--- config.mk ---
export PLATFORM = sky130hd
export DESIGN_NAME = bus_frame_video_switch_controller_unit_flat
export DESIGN_NICKNAME = d
export VERILOG_FILES = /design/src/rtl/core/bfvs_pkg.sv /design/src/rtl/core/bfvs_if.sv /design/src/rtl/core/bfvs_ram.sv /design/src/rtl/core/bfvs_ctrl.sv /design/src/rtl/core/bfvs_dp.sv /design/src/rtl/core/bus_frame_video_switch_controller_unit.sv /design/src/flat_wrapper.sv
export SDC_FILE = /design/constraint.sdc
export NUM_CORES = 1
export LEC_CHECK = 0
export BUFFER_PORTS_ARGS = -buffer_cell sky130_fd_sc_hd__buf_4
export CORE_UTILIZATION = 40
export CTS_BUF_LIST = sky130_fd_sc_hd__clkbuf_16
export DETAILED_ROUTE_END_ITERATION = 16
export PLACE_DENSITY_LB_ADDON = 0.15
export REMOVE_ABC_BUFFERS = 1
export SLEW_MARGIN = 20
export SYNTH_ARGS = -nofsm -noshare
export SYNTH_HDL_FRONTEND = slang
export SYNTH_SLANG_ARGS = --single-unit
--- constraint.sdc ---
create_clock -name clk -period 4.4 [get_ports clk]
set_input_delay 0.44 -clock clk [delete_from_list [all_inputs] [get_ports clk]]
set_output_delay 0.44 -clock clk [all_outputs]
set_load 0.01 [all_outputs]
--- src/rtl/core/bfvs_pkg.sv ---
// ============================================================================
// bfvs_pkg
// Shared types, constants and helpers of the bus frame video switch block.
// ============================================================================
`default_nettype none

package bfvs_pkg;

    // Storage sizing
    localparam int BUF_DEPTH    = 32;
    localparam int CUSTOM_BYTES = 12;
    localparam int NPAIR        = CUSTOM_BYTES / 2;
    localparam int POS_W        = $clog2(BUF_DEPTH + 1);
    localparam int ADDR_W       = $clog2(BUF_DEPTH);
    localparam int PAIR_W       = (NPAIR > 1) ? $clog2(NPAIR) : 1;
    localparam int SHADOW_N     = 25;
    localparam int SH_W         = $clog2(SHADOW_N);
    localparam logic [7:0] IDX_LIMIT = 8'(BUF_DEPTH);

    // Pin bit positions
    localparam int PIN_RELAY  = 0;
    localparam int PIN_TRIG   = 1;
    localparam int PIN_PWROFF = 2;
    localparam int PIN_HB     = 3;

    // Settings bit positions
    localparam int SET_NO_PHONE  = 0;
    localparam int SET_NO_CAMERA = 1;
    localparam int SET_NO_CDC    = 2;
    localparam int SET_NO_IDLE   = 3;

    // Timing in ticks
    localparam logic [8:0]  IDLE_LIMIT   = 9'd360;
    localparam logic [9:0]  HB_IDLE_WRAP = 10'd750;
    localparam logic [9:0]  HB_SECOND    = 10'd150;
    localparam logic [10:0] BOOT_TICKS   = 11'd1350;
    localparam logic [10:0] BOOT_WINDOW  = 11'd900;
    localparam logic [9:0]  LED_T_BOOT   = 10'd450;
    localparam logic [9:0]  LED_T_FOB    = 10'd750;
    localparam logic [9:0]  LED_T_PHONE  = 10'd75;

    // LED patterns
    localparam logic [5:0] LED_SRC0 = 6'h01;
    localparam logic [5:0] LED_SRC1 = 6'h10;
    localparam logic [5:0] LED_SRC2 = 6'h04;
    localparam logic [5:0] LED_ALL  = 6'h3F;

    // Frame actions
    localparam logic [3:0] ACT_NONE   = 4'd0;
    localparam logic [3:0] ACT_PHONE  = 4'd1;
    localparam logic [3:0] ACT_FOB    = 4'd2;
    localparam logic [3:0] ACT_CAMERA = 4'd3;
    localparam logic [3:0] ACT_SETWR  = 4'd4;
    localparam logic [3:0] ACT_ENTER  = 4'd5;
    localparam logic [3:0] ACT_LEAVE  = 4'd6;
    localparam logic [3:0] ACT_CUSTOM = 4'd7;

    typedef struct packed {
        logic accept;
        logic judge;
        logic ck_cmp;
        logic ck_enter;
        logic load_out;
    } ctl_cmd_t;

    typedef struct packed {
        logic complete;
        logic custom;
        logic pair_match;
        logic pair_last;
        logic out_free;
    } ctl_status_t;

    function automatic logic [3:0] drive_source(input logic [3:0] pins, input logic [7:0] s);
        logic [3:0] p;
        p = pins;
        if (s == 8'd0)
        begin
            p[PIN_RELAY] = 1'b0;
            p[PIN_TRIG]  = 1'b0;
        end
        else if (s == 8'd1)
        begin
            p[PIN_PWROFF] = 1'b0;
            p[PIN_RELAY]  = 1'b0;
            p[PIN_TRIG]   = 1'b1;
        end
        else if (s == 8'd2)
        begin
            p[PIN_RELAY] = 1'b1;
            p[PIN_TRIG]  = 1'b1;
        end
        return p;
    endfunction

endpackage

`default_nettype wire

--- src/rtl/core/bfvs_if.sv ---
// ============================================================================
// bfvs_if
// Valid/ready channels for input items and result items.
// ============================================================================
`default_nettype none

interface bfvs_in_if;
    logic       valid;
    logic       ready;
    logic       cmd;
    logic [7:0] rx_byte;
    logic       rx_error;
    logic       line_idle;

    modport source (output valid, cmd, rx_byte, rx_error, line_idle, input ready);
    modport sink   (input valid, cmd, rx_byte, rx_error, line_idle, output ready);
endinterface

interface bfvs_out_if;
    logic       valid;
    logic       ready;
    logic       relay_video_on;
    logic       video_trigger;
    logic       pi_power_off;
    logic       heartbeat_led;
    logic       leds_off_cmd;
    logic       leds_on_cmd;
    logic [5:0] led_pattern;
    logic       frame_done;

    modport source (output valid, relay_video_on, video_trigger, pi_power_off,
                    heartbeat_led, leds_off_cmd, leds_on_cmd, led_pattern,
                    frame_done, input ready);
    modport sink   (input valid, relay_video_on, video_trigger, pi_power_off,
                    heartbeat_led, leds_off_cmd, leds_on_cmd, led_pattern,
                    frame_done, output ready);
endinterface

`default_nettype wire

--- src/rtl/core/bfvs_ram.sv ---
// ============================================================================
// bfvs_ram
// Generic RAM, one write port and one registered read port.
// ============================================================================
`default_nettype none

module bfvs_ram #(
    parameter int WIDTH = 8,
    parameter int DEPTH = 32
) (
    input  wire logic                     clk,
    input  wire logic                     wr_en,
    input  wire logic [$clog2(DEPTH)-1:0] wr_addr,
    input  wire logic [WIDTH-1:0]         wr_data,
    input  wire logic [$clog2(DEPTH)-1:0] rd_addr,
    output logic      [WIDTH-1:0]         rd_data
);
    logic [WIDTH-1:0] mem_reg [DEPTH];

    always_ff @(posedge clk)
    begin
        if (wr_en)
        begin
            mem_reg[wr_addr] <= wr_data;
        end
        rd_data <= mem_reg[rd_addr];
    end
endmodule

`default_nettype wire

--- src/rtl/core/bfvs_ctrl.sv ---
// ============================================================================
// bfvs_ctrl
// Sequencer: accept, frame judge, custom pattern compare, result hand-off.
// ============================================================================
`default_nettype none

module bfvs_ctrl (
    input  wire logic                 clk,
    input  wire logic                 rst_n,
    input  wire logic                 in_valid,
    output logic                      in_ready,
    input  wire bfvs_pkg::ctl_status_t st,
    output bfvs_pkg::ctl_cmd_t        cmd
);
    import bfvs_pkg::*;

    localparam logic [2:0] S_IDLE   = 3'd0;
    localparam logic [2:0] S_JUDGE  = 3'd1;
    localparam logic [2:0] S_CK_RD  = 3'd2;
    localparam logic [2:0] S_CK_CMP = 3'd3;
    localparam logic [2:0] S_OUT    = 3'd4;

    logic [2:0] state_reg, state_next;

    always_ff @(posedge clk or negedge rst_n)
    begin
        if (!rst_n)
        begin
            state_reg <= S_IDLE;
        end
        else
        begin
            state_reg <= state_next;
        end
    end

    always_comb
    begin
        state_next = state_reg;
        cmd        = '0;
        in_ready   = 1'b0;
        case (state_reg)
            S_IDLE:
            begin
                in_ready = 1'b1;
                if (in_valid)
                begin
                    cmd.accept = 1'b1;
                    state_next = st.complete ? S_JUDGE : S_OUT;
                end
            end
            S_JUDGE:
            begin
                cmd.judge  = 1'b1;
                state_next = st.custom ? S_CK_RD : S_OUT;
            end
            S_CK_RD:
            begin
                state_next = S_CK_CMP;
            end
            S_CK_CMP:
            begin
                cmd.ck_cmp = 1'b1;
                if (!st.pair_match)
                begin
                    state_next = S_OUT;
                end
                else if (st.pair_last)
                begin
                    cmd.ck_enter = 1'b1;
                    state_next   = S_OUT;
                end
                else
                begin
                    state_next = S_CK_RD;
                end
            end
            S_OUT:
            begin
                if (st.out_free)
                begin
                    cmd.load_out = 1'b1;
                    state_next   = S_IDLE;
                end
            end
            default:
            begin
                state_next = S_IDLE;
            end
        endcase
    end
endmodule

`default_nettype wire

--- src/rtl/core/bfvs_dp.sv ---
// ============================================================================
// bfvs_dp
// Datapath: frame storage, rule decode, timers, pins and result register.
// ============================================================================
`default_nettype none

module bfvs_dp (
    input  wire logic               clk,
    input  wire logic               rst_n,
    input  wire bfvs_pkg::ctl_cmd_t cmd,
    output bfvs_pkg::ctl_status_t   st,
    input  wire logic               in_cmd,
    input  wire logic [7:0]         rx_byte,
    input  wire logic               rx_error,
    input  wire logic               line_idle,
    output logic                    out_valid,
    input  wire logic               out_ready,
    output logic [3:0]              out_pins,
    output logic                    out_off,
    output logic                    out_on,
    output logic [5:0]              out_pattern,
    output logic                    out_done
);
    import bfvs_pkg::*;

    logic [POS_W-1:0] wp_reg, wp_next, wp_inc;
    logic [7:0]  src_reg, src_next, ns;
    logic [7:0]  set_reg, set_next;
    logic [7:0]  cp0_reg, cp0_next;
    logic [7:0]  cp_hi_reg [1:CUSTOM_BYTES-1];
    logic [7:0]  cp_hi_next [1:CUSTOM_BYTES-1];
    logic [7:0]  cp [CUSTOM_BYTES];
    logic [9:0]  hb_reg, hb_next, hb_inc;
    logic [8:0]  idle_reg, idle_next;
    logic [9:0]  lc_reg, lc_next;
    logic [5:0]  lq_reg, lq_next;
    logic [9:0]  lqt_reg, lqt_next;
    logic [10:0] boot_reg, boot_next;
    logic        seen_reg, seen_next;
    logic [3:0]  pins_reg, pins_next;
    logic        off_reg, off_next, on_reg, on_next, done_reg, done_next;
    logic [5:0]  pat_reg, pat_next;
    logic [PAIR_W-1:0] pair_reg, pair_next;
    logic        ov_reg, ov_next;
    logic [3:0]  opins_reg;
    logic        ooff_reg, oon_reg, odone_reg;
    logic [5:0]  opat_reg;
    logic [7:0]  sh_reg [SHADOW_N];
    logic [7:0]  b [SHADOW_N];
    logic        byte_we, led_ok, fob_ok, set_ok;
    logic [3:0]  act;
    logic [7:0]  ck_idx, ck_val, rd_data;

    always_comb
    begin
        for (int i = 0; i < SHADOW_N; i++)
        begin
            b[i] = sh_reg[i];
        end
        cp[0] = cp0_reg;
        for (int i = 1; i < CUSTOM_BYTES; i++)
        begin
            cp[i] = cp_hi_reg[i];
        end
    end

    assign wp_inc  = wp_reg + POS_W'(1);
    assign byte_we = cmd.accept && !in_cmd && !rx_error && (wp_reg < POS_W'(BUF_DEPTH));

    // Frame completes once the length byte plus two reaches the count
    assign st.complete = byte_we && (wp_inc >= POS_W'(5)) &&
                         ({1'b0, b[1]} + 9'd2 == 9'(wp_inc));

    // Pick the pair under test
    always_comb
    begin
        ck_idx = cp[0];
        ck_val = cp[1];
        for (int k = 0; k < NPAIR; k++)
        begin
            if (pair_reg == PAIR_W'(k))
            begin
                ck_idx = cp[2*k];
                ck_val = cp[2*k+1];
            end
        end
    end

    bfvs_ram #(.WIDTH(8), .DEPTH(BUF_DEPTH)) u_buf (
        .clk     (clk),
        .wr_en   (byte_we),
        .wr_addr (wp_reg[ADDR_W-1:0]),
        .wr_data (rx_byte),
        .rd_addr (ck_idx[ADDR_W-1:0]),
        .rd_data (rd_data)
    );

    assign st.pair_match = (ck_idx < IDX_LIMIT) && (rd_data == ck_val);
    assign st.pair_last  = (pair_reg == PAIR_W'(NPAIR - 1));
    assign st.custom     = (act == ACT_CUSTOM);
    assign st.out_free   = !ov_reg || out_ready;

    assign fob_ok = ((b[1] ^ b[2] ^ b[3] ^ b[4]) == b[5]);
    assign set_ok = ((b[0] ^ b[1] ^ b[2] ^ b[3] ^ b[4]) == b[5]);

    // Rule decode, first match wins
    always_comb
    begin
        act = ACT_NONE;
        if (wp_reg == POS_W'(5) && b[0] == 8'h50 && b[2] == 8'hC8 && b[3] == 8'h01 &&
            b[4] == 8'h9A)
        begin
            act = ACT_NONE;
        end
        else if (wp_reg == POS_W'(6) && b[0] == 8'h50 && b[2] == 8'hC8 &&
                 b[3] == 8'h3B && b[4] == 8'h80 && b[5] == 8'h27)
        begin
            act = ACT_NONE;
        end
        else if (wp_reg == POS_W'(6) && b[0] == 8'hF0 && b[2] == 8'hFF &&
                 b[3] == 8'h48 && b[4] == 8'h08 && b[5] == 8'h4B &&
                 !set_reg[SET_NO_PHONE])
        begin
            act = ACT_PHONE;
        end
        else if (wp_reg == POS_W'(6) && b[0] == 8'h00 && b[2] == 8'hBF && b[3] == 8'h72)
        begin
            act = ACT_FOB;
        end
        else if (wp_reg == POS_W'(12) && b[0] == 8'h80 && b[2] == 8'hBF &&
                 b[3] == 8'h13 && !set_reg[SET_NO_CAMERA])
        begin
            act = ACT_CAMERA;
        end
        else if (b[0] == 8'hD7 && b[2] == 8'hD8)
        begin
            act = ACT_SETWR;
        end
        else if ((wp_reg == POS_W'(20) && b[0] == 8'h68 && b[6] == 8'h43 &&
                  b[13] == 8'h34 && b[19] == 8'h4C) ||
                 (wp_reg >= POS_W'(16) && b[0] == 8'h68 && b[6] == 8'h54 &&
                  b[7] == 8'h52 && b[8] == 8'h20 && b[9] == 8'h30 && b[10] == 8'h34) ||
                 (wp_reg == POS_W'(25) && b[0] == 8'h68 && b[15] == 8'h43 &&
                  b[16] == 8'h44 && b[18] == 8'h31 && b[20] == 8'h30 &&
                  b[21] == 8'h34 && b[24] == 8'h25))
        begin
            act = ACT_ENTER;
        end
        else if (wp_reg == POS_W'(6) && !set_reg[SET_NO_CDC])
        begin
            if (b[0] == 8'hF0 && b[3] == 8'h48)
            begin
                if (b[4] == 8'h21 || b[4] == 8'h23 || b[4] == 8'h31 || b[4] == 8'h34)
                begin
                    act = ACT_LEAVE;
                end
            end
            else if (b[0] == 8'h68 && b[2] == 8'h3B && b[3] == 8'h46 &&
                     b[4] == 8'h02 && b[5] == 8'h13)
            begin
                act = ACT_LEAVE;
            end
        end
        else if (cp[0] != 8'h00 && b[0] == 8'h68 && b[2] == 8'h3B)
        begin
            act = ACT_CUSTOM;
        end
    end

    assign led_ok = line_idle && (wp_reg == '0);
    assign hb_inc = hb_reg + 10'd1;
    assign ns     = (src_reg >= 8'd2) ? 8'd0 : src_reg + 8'd1;

    always_comb
    begin
        wp_next   = wp_reg;
        src_next  = src_reg;
        set_next  = set_reg;
        cp0_next  = cp0_reg;
        for (int i = 1; i < CUSTOM_BYTES; i++)
        begin
            cp_hi_next[i] = cp_hi_reg[i];
        end
        hb_next   = hb_reg;
        idle_next = idle_reg;
        lc_next   = lc_reg;
        lq_next   = lq_reg;
        lqt_next  = lqt_reg;
        boot_next = boot_reg;
        seen_next = seen_reg;
        pins_next = pins_reg;
        off_next  = off_reg;
        on_next   = on_reg;
        pat_next  = pat_reg;
        done_next = done_reg;
        pair_next = pair_reg;

        if (cmd.accept)
        begin
            off_next  = 1'b0;
            on_next   = 1'b0;
            pat_next  = '0;
            done_next = 1'b0;
            if (!in_cmd)
            begin
                if (byte_we)
                begin
                    wp_next = wp_inc;
                end
            end
            else
            begin
                pins_next[PIN_HB] = (hb_inc == 10'd1) || (!seen_reg && hb_inc == 10'd30);
                if (idle_reg >= IDLE_LIMIT)
                begin
                    idle_next = IDLE_LIMIT;
                    hb_next   = (hb_inc >= HB_IDLE_WRAP) ? 10'd0 : hb_inc;
                    if (!set_reg[SET_NO_IDLE])
                    begin
                        pins_next[PIN_PWROFF] = 1'b1;
                    end
                end
                else
                begin
                    if (hb_inc >= HB_SECOND)
                    begin
                        hb_next   = 10'd0;
                        idle_next = idle_reg + 9'd1;
                    end
                    else
                    begin
                        hb_next = hb_inc;
                    end
                    pins_next[PIN_PWROFF] = 1'b0;
                end
                if (lc_reg == 10'd1 && led_ok)
                begin
                    lc_next  = 10'd0;
                    off_next = 1'b1;
                end
                else if (lc_reg > 10'd1)
                begin
                    lc_next = lc_reg - 10'd1;
                end
                if (lq_reg != 6'd0 && led_ok)
                begin
                    lc_next  = lqt_reg;
                    on_next  = 1'b1;
                    pat_next = lq_reg;
                    lq_next  = 6'd0;
                end
                if (boot_reg != 11'd0)
                begin
                    boot_next = boot_reg - 11'd1;
                end
                wp_next = '0;
            end
        end

        if (cmd.judge)
        begin
            done_next = 1'b1;
            wp_next   = '0;
            idle_next = 9'd0;
            seen_next = 1'b1;
            pair_next = '0;
            case (act)
                ACT_PHONE:
                begin
                    lqt_next  = LED_T_PHONE;
                    src_next  = ns;
                    lq_next   = (ns == 8'd0) ? LED_SRC0 : (ns == 8'd1) ? LED_SRC1 : LED_SRC2;
                    pins_next = drive_source(pins_reg, ns);
                end
                ACT_FOB:
                begin
                    if (fob_ok)
                    begin
                        if (b[4][6])
                        begin
                            lq_next   = LED_SRC2;
                            lqt_next  = LED_T_BOOT;
                            boot_next = BOOT_TICKS;
                        end
                        else if (boot_reg != 11'd0 && boot_reg < BOOT_WINDOW)
                        begin
                            lq_next  = LED_ALL;
                            lqt_next = LED_T_FOB;
                        end
                    end
                end
                ACT_CAMERA:
                begin
                    pins_next = drive_source(pins_reg,
                                             (b[5][7:4] == 4'd1) ? 8'd2 : src_reg);
                end
                ACT_SETWR:
                begin
                    if (wp_reg == POS_W'(6))
                    begin
                        if (set_ok)
                        begin
                            if (b[3] == 8'h70)
                            begin
                                set_next = b[4];
                            end
                            else if (b[3] == 8'h71)
                            begin
                                src_next  = b[4];
                                pins_next = drive_source(pins_reg, b[4]);
                            end
                        end
                    end
                    else if (wp_reg == POS_W'(17))
                    begin
                        cp0_next = b[4];
                        for (int i = 1; i < CUSTOM_BYTES; i++)
                        begin
                            cp_hi_next[i] = b[4+i];
                        end
                    end
                end
                ACT_ENTER:
                begin
                    if (!set_reg[SET_NO_CDC])
                    begin
                        src_next  = 8'd1;
                        pins_next = drive_source(pins_reg, 8'd1);
                    end
                end
                ACT_LEAVE:
                begin
                    src_next  = 8'd0;
                    pins_next = drive_source(pins_reg, 8'd0);
                end
                default:
                begin
                end
            endcase
        end

        if (cmd.ck_cmp)
        begin
            pair_next = pair_reg + PAIR_W'(1);
        end

        if (cmd.ck_enter && !set_reg[SET_NO_CDC])
        begin
            src_next  = 8'd1;
            pins_next = drive_source(pins_reg, 8'd1);
        end
    end

    always_comb
    begin
        ov_next = ov_reg;
        if (ov_reg && out_ready)
        begin
            ov_next = 1'b0;
        end
        if (cmd.load_out)
        begin
            ov_next = 1'b1;
        end
    end

    always_ff @(posedge clk or negedge rst_n)
    begin
        if (!rst_n)
        begin
            wp_reg   <= '0;
            src_reg  <= '0;
            set_reg  <= '0;
            cp0_reg  <= '0;
            hb_reg   <= '0;
            idle_reg <= '0;
            lc_reg   <= '0;
            lq_reg   <= '0;
            lqt_reg  <= '0;
            boot_reg <= '0;
            seen_reg <= 1'b0;
            pins_reg <= '0;
            off_reg  <= 1'b0;
            on_reg   <= 1'b0;
            pat_reg  <= '0;
            done_reg <= 1'b0;
            pair_reg <= '0;
            ov_reg   <= 1'b0;
        end
        else
        begin
            wp_reg   <= wp_next;
            src_reg  <= src_next;
            set_reg  <= set_next;
            cp0_reg  <= cp0_next;
            hb_reg   <= hb_next;
            idle_reg <= idle_next;
            lc_reg   <= lc_next;
            lq_reg   <= lq_next;
            lqt_reg  <= lqt_next;
            boot_reg <= boot_next;
            seen_reg <= seen_next;
            pins_reg <= pins_next;
            off_reg  <= off_next;
            on_reg   <= on_next;
            pat_reg  <= pat_next;
            done_reg <= done_next;
            pair_reg <= pair_next;
            ov_reg   <= ov_next;
        end
    end

    // Payload storage, no reset
    always_ff @(posedge clk)
    begin
        for (int i = 1; i < CUSTOM_BYTES; i++)
        begin
            cp_hi_reg[i] <= cp_hi_next[i];
        end
        if (byte_we && wp_reg < POS_W'(SHADOW_N))
        begin
            sh_reg[wp_reg[SH_W-1:0]] <= rx_byte;
        end
        if (cmd.load_out)
        begin
            opins_reg <= pins_reg;
            ooff_reg  <= off_reg;
            oon_reg   <= on_reg;
            opat_reg  <= pat_reg;
            odone_reg <= done_reg;
        end
    end

    assign out_valid   = ov_reg;
    assign out_pins    = opins_reg;
    assign out_off     = ooff_reg;
    assign out_on      = oon_reg;
    assign out_pattern = opat_reg;
    assign out_done    = odone_reg;
endmodule

`default_nettype wire

--- src/rtl/core/bus_frame_video_switch_controller_unit.sv ---
// ============================================================================
// bus_frame_video_switch_controller_unit
// Bus frame collector and video switch controller, top level.
// ============================================================================
// Each input item is a received bus byte or a timer tick, and each gives
// exactly one result: the relay, trigger, power and heartbeat levels after
// the item, plus the LED command flags and a frame-done flag. A byte or tick
// passes from the accept state to the hand-off state; a byte that completes
// a frame also passes the judge state, and a frame sent to the stored
// custom pattern check then reads and compares its index/value pairs in
// turn through the single read port of the frame buffer RAM. A new item
// is taken only after the previous result has been placed in the output
// register, which then holds it until the sink takes the transfer.
// ============================================================================
`default_nettype none

module bus_frame_video_switch_controller_unit (
    input  wire logic  clk,
    input  wire logic  rst_n,
    bfvs_in_if.sink    din,
    bfvs_out_if.source dout
);
    import bfvs_pkg::*;

    ctl_cmd_t    cmd;
    ctl_status_t st;
    logic [3:0]  pins;

    // Sequencer: steps through accept, judge, pattern compare, hand-off
    bfvs_ctrl u_ctrl (
        .clk      (clk),
        .rst_n    (rst_n),
        .in_valid (din.valid),
        .in_ready (din.ready),
        .st       (st),
        .cmd      (cmd)
    );

    // Datapath: buffer, rules, timers and output register
    bfvs_dp u_dp (
        .clk         (clk),
        .rst_n       (rst_n),
        .cmd         (cmd),
        .st          (st),
        .in_cmd      (din.cmd),
        .rx_byte     (din.rx_byte),
        .rx_error    (din.rx_error),
        .line_idle   (din.line_idle),
        .out_valid   (dout.valid),
        .out_ready   (dout.ready),
        .out_pins    (pins),
        .out_off     (dout.leds_off_cmd),
        .out_on      (dout.leds_on_cmd),
        .out_pattern (dout.led_pattern),
        .out_done    (dout.frame_done)
    );

    // Break out the pin levels
    assign dout.relay_video_on = pins[PIN_RELAY];
    assign dout.video_trigger  = pins[PIN_TRIG];
    assign dout.pi_power_off   = pins[PIN_PWROFF];
    assign dout.heartbeat_led  = pins[PIN_HB];
endmodule

`default_nettype wire

--- src/flat_wrapper.sv ---
// flat-port wrapper written by rule: the top's interface ports become plain ports
module bus_frame_video_switch_controller_unit_flat import bfvs_pkg::*;
  (clk, rst_n, din_valid, din_cmd, din_rx_byte, din_rx_error, din_line_idle, din_ready, dout_valid, dout_relay_video_on, dout_video_trigger, dout_pi_power_off, dout_heartbeat_led, dout_leds_off_cmd, dout_leds_on_cmd, dout_led_pattern, dout_frame_done, dout_ready);
  bfvs_in_if din_i ();
  bfvs_out_if dout_i ();
  input  wire logic clk;
  input  wire logic rst_n;
  input wire logic [$bits(din_i.valid)-1:0] din_valid;
  input wire logic [$bits(din_i.cmd)-1:0] din_cmd;
  input wire logic [$bits(din_i.rx_byte)-1:0] din_rx_byte;
  input wire logic [$bits(din_i.rx_error)-1:0] din_rx_error;
  input wire logic [$bits(din_i.line_idle)-1:0] din_line_idle;
  output wire logic [$bits(din_i.ready)-1:0] din_ready;
  output wire logic [$bits(dout_i.valid)-1:0] dout_valid;
  output wire logic [$bits(dout_i.relay_video_on)-1:0] dout_relay_video_on;
  output wire logic [$bits(dout_i.video_trigger)-1:0] dout_video_trigger;
  output wire logic [$bits(dout_i.pi_power_off)-1:0] dout_pi_power_off;
  output wire logic [$bits(dout_i.heartbeat_led)-1:0] dout_heartbeat_led;
  output wire logic [$bits(dout_i.leds_off_cmd)-1:0] dout_leds_off_cmd;
  output wire logic [$bits(dout_i.leds_on_cmd)-1:0] dout_leds_on_cmd;
  output wire logic [$bits(dout_i.led_pattern)-1:0] dout_led_pattern;
  output wire logic [$bits(dout_i.frame_done)-1:0] dout_frame_done;
  input wire logic [$bits(dout_i.ready)-1:0] dout_ready;
  assign din_i.valid = din_valid;
  assign din_i.cmd = din_cmd;
  assign din_i.rx_byte = din_rx_byte;
  assign din_i.rx_error = din_rx_error;
  assign din_i.line_idle = din_line_idle;
  assign din_ready = din_i.ready;
  assign dout_valid = dout_i.valid;
  assign dout_relay_video_on = dout_i.relay_video_on;
  assign dout_video_trigger = dout_i.video_trigger;
  assign dout_pi_power_off = dout_i.pi_power_off;
  assign dout_heartbeat_led = dout_i.heartbeat_led;
  assign dout_leds_off_cmd = dout_i.leds_off_cmd;
  assign dout_leds_on_cmd = dout_i.leds_on_cmd;
  assign dout_led_pattern = dout_i.led_pattern;
  assign dout_frame_done = dout_i.frame_done;
  assign dout_i.ready = dout_ready;
  bus_frame_video_switch_controller_unit u_core (.clk(clk), .rst_n(rst_n), .din(din_i), .dout(dout_i));
endmodule
==> results of run 1 <==
-- power by group through the flow --
stage	Sequential (mW)	Combinational (mW)	Clock, mW
after floorplan	6.98	0.533	0
after global placement	7.01	0.841	0
after detailed placement	7.02	0.856	0
after CTS	6.90	0.859	5.90
after global routing	6.92	0.953	6.12
final	6.90	0.854	5.78
-- worst paths after layout --
path / startpoint / to / slack (ns) / cells after the start
max in group asynchronous: rst_n / u_core.u_dp.lqt_reg[0]$_DFFE_PN0P_ / 2.86 / 3
max: u_core.u_dp.pair_reg[1]$_DFFE_PN0P_ / u_core.u_dp.u_buf.rd_data[5]$_DFF_P_ / 0.37 / 12
min reg2reg: u_core.u_dp.sh_reg[14][5]$_DFFE_PP_ / u_core.u_dp.cp_hi_reg[0][85]$_DFFE_PP_ / 0.42 / 0
max reg2reg: u_core.u_dp.pair_reg[1]$_DFFE_PN0P_ / u_core.u_dp.u_buf.rd_data[5]$_DFF_P_ / 0.37 / 12
min: dout_ready / u_core.u_dp.out_valid$_DFFE_PN0P_ / 0.18 / 3
min in group asynchronous: rst_n / u_core.u_dp.hb_reg[2]$_DFFE_PN0P_ / 0.37 / 2
-- Yosys cell counts (all sizes together) (12+ instances only) --
master | number | share of area [%]
xor2 | 15 | 0.48
nor3b | 13 | 0.36
inv | 32 | 0.44
nor4bb | 13 | 0.47
a311oi | 45 | 1.4
and3 | 64 | 1.5
a21oi | 62 | 1.1
nor2 | 123 | 1.7
o21ai | 83 | 1.5
nor4 | 45 | 1.2
edfxtp | 533 | 58
a211oi | 12 | 0.33
nand2 | 367 | 5.0
clkbuf | 77 | 1.1
nor3 | 65 | 1.2
or3 | 12 | 0.29
nor4b | 24 | 0.79
nand3 | 48 | 0.88
a22o | 24 | 0.77
nand2b | 18 | 0.41
nand4 | 33 | 0.75
xnor2 | 33 | 1.1
nor2b | 14 | 0.32
dfrtp | 99 | 9.0
and2 | 14 | 0.32
buf | 28 | 0.47
ha | 21 | 0.96
-- stage by stage --
stage	std cells	setup slack (ns)	hold slack [ns]	setup TNS, ns
6_report	3097	0.3747	0.1841	0
5_1_grt	3097	0.1911	0.2025	0
4_1_cts	3097	0.4592	0.1486	0
3_5_place_dp	2973	0.5190	0.4045	0
3_3_place_gp	2973	0.5634	0.4010	0
2_1_floorplan	2029	-4.048	0.1444	-400.89
-- routing by layer --
metal  global-route usage (%)  share of wire [%]  vias up
met3                    2.890                4.8      118
met4                    6.930                2.7        0
li1                         -                  -     8183
met5                        0                  0        -
met1                    28.19                 43     9061
met2                    36.97                 50      623
-- logic make-up (layout without fill, tap and decap cells) --
logic type	count (synthesis)	count (layout)	share of synthesized area [%]
flip-flops	640	640	67.97
AND/OR/NAND/NOR	895	895	16.42
buffers and inverters	137	227	1.966
AO/OA/AOI/OAI	358	358	9.210
multiplexers	22	22	0.8668
XOR/XNOR	61	61	2.609
adder cells (fa/ha/maj)	21	21	0.9580
-- worst max-delay path, stage by stage, from the launching register on --
cell and delay (ns):
dfrtp_1 0.40, inv_1 0.09, ha_1 0.37, buf_4 0.29, o21ai_0 0.50, o311ai_0 0.53, o21ai_4 0.30, buf_12 0.32
nand2_1 0.08, and3_1 0.18, a311oi_1 0.33, o21ai_0 0.30, nand4b_1 0.18
-- cell type report --
type	instances	area [sq um]	area share, %
Clock buffer	69	1727	5.566
Sequential cell	640	18640	60.10
Timing Repair Buffer	72	630.6	2.033
Multi-Input combinational cell	1357	8284	26.71
Clock inverter	54	524.3	1.690
Tap cell	873	1092	3.521
Inverter	32	120.1	0.3872
-- layout by cell type (no fill, tap or decap), types with 33 or more instances in the layout --
master,instances
nand4_1,33
dfrtp_1,99
a311oi_1,45
a21oi_1,61
inv_1,44
nand2_1,366
buf_4,64
and3_1,64
clkbuf_16,69
nor2_1,123
xnor2_1,33
nand3_1,48
nor3_1,64
o21ai_0,80
edfxtp_1,533
nor4_1,42
-- repair_timing --
action,CTS,global route
hold buffers,1,0
endpoints found under the hold margin,42,0
setup buffers,0,0
==> results.toml, run 1 <==
[logic_synthesis]
synth_edf_count = 533
syn_area_sq_mm = 0.02743
async_flop_share_pct = 15.47
yosysWarnings = 0
postSynthAreaPerCell_sq_um = 12.85
synthFlopType = "edfxtp_1"
postSynthCellCount = 2134
yosysUniqueCellTypes = 90
ys_ff_latch = 640
yosysSeqAreaShare_pct = 67.97

[global_routing]
grt_pass1_wl_mm = 112.9
overflow = 0
antenna_found_initial = 0
grt_max_degree = 99
grt_pass1_vias = 17665
grt_usage_pct = 21.53

[timing]
rsz0062_at_grt = "no"
slew_headroom_pct = 22.92
setup_viol = 0
maxSlewViolCount = 0
skew_ns = 0.02671
timing.fmax_ghz = 0.2484
layout_worst_path_cycle_share_pct = 91.48
worstMarginPinSlew_ns = 1.142
finalHoldViolations = 0
period_needed_ns = 4.025

[finish]
drive_gt1_share_pct = 9.128
fin_nets = 2207
final_area_sq_mm = 0.03102
largest_reg_flops = 256
areaGrowthSynthToFinish_pct = 13.10
n_fill_cell = 6029
diodes = 0
final_core_util_pct = 45.95

[clocking]
post_cts_resized = 0
cts_root_buf = "clkbuf_16"
insertion_delay_ns = 0.63
path_clk_slew_ns = 0.06
cts_inserted_buffers = 68
clock_path_buffers = 3
cts_sinks = 640
cts_tree = "built"
h-tree-depth = 3

[floorplan]
die_w_um = 263.9
placementRows = 95
fp.coreArea_sq_mm = 0.06751
num_io_pins = 30
die_height_um = 263.9
start_util_pct = 40.62
die_area_sq_mm = 0.06962

[power_and_ir_drop]
power_per_cell_area_mw_per_mm2 = 436.3
p_total_mw = 13.54
swShare_pct = 23.28
share_seq_of_total_power_pct = 51.0
vdd_drop_max_v = 0.0002665
p_comb_share_pct = 6.3
p_switching_mw = 3.150
p_int_mw = 10.38
clockPowerShare_pct = 42.7
p_leak_nw = 10.86

[worst_setup_path]
worstPathArrival_ns = 4.58
endpoint_kind = "flop"
worstPathMaxFanout = 77
worstPathRequired_ns = 4.95
worst-setup-path-type = "flop to flop"
cp-start-kind = "flop"

[min_path]
min_path_type = "primary input to flop"

[job]
maxCapViolCount = 0

[detailed_routing]
firstDrtPassIters = 5
routedWlPerCell_um = 24.25
drc = 0
post_drt_via_cell_ratio = 5.807
routed_wl_mm = 75.09
drtAntennaViolNets = 0
drtIter0Drc = 1541
route.vias.total = 17985

[place]
postPlaceCellArea_sq_mm = 0.02876
hpwlAfterDp_mm = 48.32
gp_congestion = 0.8917
port_buffers = 29

[status]
outcome = "completed"
Note: power is estimated with default switching activity, not from simulation.
==> run 2, diff against run 1 <==
- PLACE_DENSITY: not set -> 0.58
- PLACE_DENSITY_LB_ADDON: 0.15 -> not set
- clock period: 4.4 -> 3.8 ns (I/O delays scaled with it)
==> results.toml, run 2 (synthesized netlist as in run 1, its figures left out) <==
[floorplan]
die_area_sq_mm = 0.06962
placementRows = 95
die_height_um = 263.9
die_w_um = 263.9
start_util_pct = 40.62
num_io_pins = 30
fp.coreArea_sq_mm = 0.06751

[detailed_routing]
routed_wl_mm = 74.48
firstDrtPassIters = 5
drtAntennaViolNets = 0
routedWlPerCell_um = 23.88
post_drt_via_cell_ratio = 5.748
route.vias.total = 17928
drtIter0Drc = 1983
drc = 0

[worst_setup_path]
crit_chain = "inv_1 > ha_1 > buf_4 > o21ba_2 > o21a_1 > a221oi_1 > buf_4 > nor2_1 > nor3_1 > o21ai_0 > nand4_1"
path_buf_inv = 3
worst-setup-path-type = "flop to flop"
r2r-end = "u_core.u_dp.u_buf.rd_data[4]$_DFF_P_"
cp-start-kind = "flop"
crit_family = "compound AO/OA/AOI/OAI gates"
rr_startpoint = "u_core.u_dp.pair_reg[0]$_DFFE_PN0P_"
critPathMaxStageDelay_ns = 0.73
r2r_slack_ns = 0.16
endpoint_kind = "flop"
ff2ff_path_depth = 11
worstPathMaxFanout = 23
worstPathArrival_ns = 4.19
cp_slowest_cell = "nor3_1"
cp_common_cell = "buf_4"
worstPathRequired_ns = 4.35

[place]
postPlaceCellArea_sq_mm = 0.02896
hpwlAfterDp_mm = 48.48
gp_congestion = 0.9345
port_buffers = 29

[finish]
final_cell_mix = "edfxtp_1, nand2_1, nor2_1, dfrtp_1, buf_4"
diodes = 0
fin_nets = 2230
final_area_sq_mm = 0.03112
areaGrowthSynthToFinish_pct = 13.47
largest_reg_flops = 256
layout_commonest_cell = "edfxtp_1"
drive_gt1_share_pct = 10.28

[min_path]
min_path_type = "primary input to flop"
min-delay-start = "dout_ready"
whs_endpoint = "u_core.u_dp.out_valid$_DFFE_PN0P_"
min_path_cells = 3

[clocking]
cts_setup_buffers = 0
insertion_delay_ns = 0.63
path_clk_slew_ns = 0.06
cts_inserted_buffers = 68
cts_root_buf = "clkbuf_16"
clock_path_buffers = 3
cts_tree = "built"
cts_sinks = 640
h-tree-depth = 3

[job]
maxCapViolCount = 0

[timing]
timing.fmax_ghz = 0.2749
finalSetupTns_ns = 0
layout_worst_path_cycle_share_pct = 95.74
rsz0062_at_grt = "no"
period_needed_ns = 3.638
setup_viol = 0
maxSlewViolCount = 0
whs_ns = 0.1171
finalHoldViolations = 0
skew_ns = 0.03994
slew_headroom_pct = 26.29
worstMarginPinSlew_ns = 1.099

[global_routing]
grt_usage_pct = 21.23
grt_pass1_vias = 17590
antenna_found_initial = 0
grt_pass1_wl_mm = 111.0
overflow = 0
grt_max_degree = 99

[power_and_ir_drop]
power_per_cell_area_mw_per_mm2 = 494.9
p_leak_nw = 10.94
vdd_drop_max_v = 0.0003784

[status]
outcome = "completed"
-- run 2: cell types whose count changed in the layout (fill, tap and decap cells not counted), moves of 2 or more --
cell       before  now
buf_12          7    9
buf_4          64   84
bufinv_16       8    5
clkinv_1       17   13
clkinv_2        7   17
clkinv_8        3    1
inv_1          44   42
-- run 2: tightest hold or removal path: stages --
cell and delay [ns]:
buf_4 0.07, nand2b_1 0.17, nand2_1 0.07
-- run 2: final cells by class --
cell class	count	area (sq um)
clock buffers	68	1702
clock inverters	54	447.9
fillers	6082	36390
inverters	32	120.1
multi-input cells	1357	8284
flip-flops and latches	640	18640
well taps	873	1092
repair buffers	95	832.0
-- run 2: power breakdown --
part | leakage, nW | internal, mW | switching (mW)
sequential | 6.18 | 7.79 | 0.198
clock | 1.10 | 3.64 | 2.77
combinational | 3.67 | 0.360 | 0.646
total | 10.9 | 11.8 | 3.62
-- run 2: worst max path at each step --
| stage | start | endpoint | slack (ns) | depth (start not counted) |
|---|---|---|---|---|
| floorplan | u_core.u_dp.sh_reg[0][3]$_DFFE_PP_ | u_core.u_dp.cp0_reg[1]$_DFFE_PN0P_ | -4.65 | 5 |
| global placement | u_core.u_dp.pair_reg[0]$_DFFE_PN0P_ | u_core.u_dp.u_buf.rd_data[3]$_DFF_P_ | 0.24 | 11 |
| detailed placement | u_core.u_dp.pair_reg[0]$_DFFE_PN0P_ | u_core.u_dp.u_buf.rd_data[0]$_DFF_P_ | 0.18 | 12 |
| CTS | u_core.u_dp.pair_reg[0]$_DFFE_PN0P_ | u_core.u_dp.u_buf.rd_data[0]$_DFF_P_ | 0.16 | 12 |
| global route | u_core.u_dp.pair_reg[2]$_DFFE_PN0P_ | u_core.u_dp.u_buf.rd_data[3]$_DFF_P_ | 0.007 | 10 |
| finish | u_core.u_dp.pair_reg[0]$_DFFE_PN0P_ | u_core.u_dp.u_buf.rd_data[4]$_DFF_P_ | 0.16 | 11 |
-- run 2: repair_timing --
item                                    CTS  global route
resized for setup                         0             1
endpoints found under the hold margin    79             0
endpoints found under the setup margin    0             1
hold buffers                              1             0
-- run 2: metal layers --
layer	part of all wire, %	routed length, um	track usage [%]
met4	3.6	2693	8.077
met1	43	32120	28.42
met3	4.8	3577	3.011
met2	48	36100	35.07
met5	0	0	0
-- run 2: through the flow --
stage / worst slack [ns] / util, % / total power, mW / instances
2_1_floorplan: -4.648 / - / 8.703 / 2029
3_3_place_gp: 0.2410 / 42.89 / 9.096 / 2996
3_5_place_dp: 0.1838 / 42.89 / 9.130 / 2996
4_1_cts: 0.1584 / 46.09 / 15.53 / 3119
5_1_grt: 0.006995 / 46.10 / 15.93 / 3119
6_report: 0.1621 / 46.10 / 15.40 / 3119
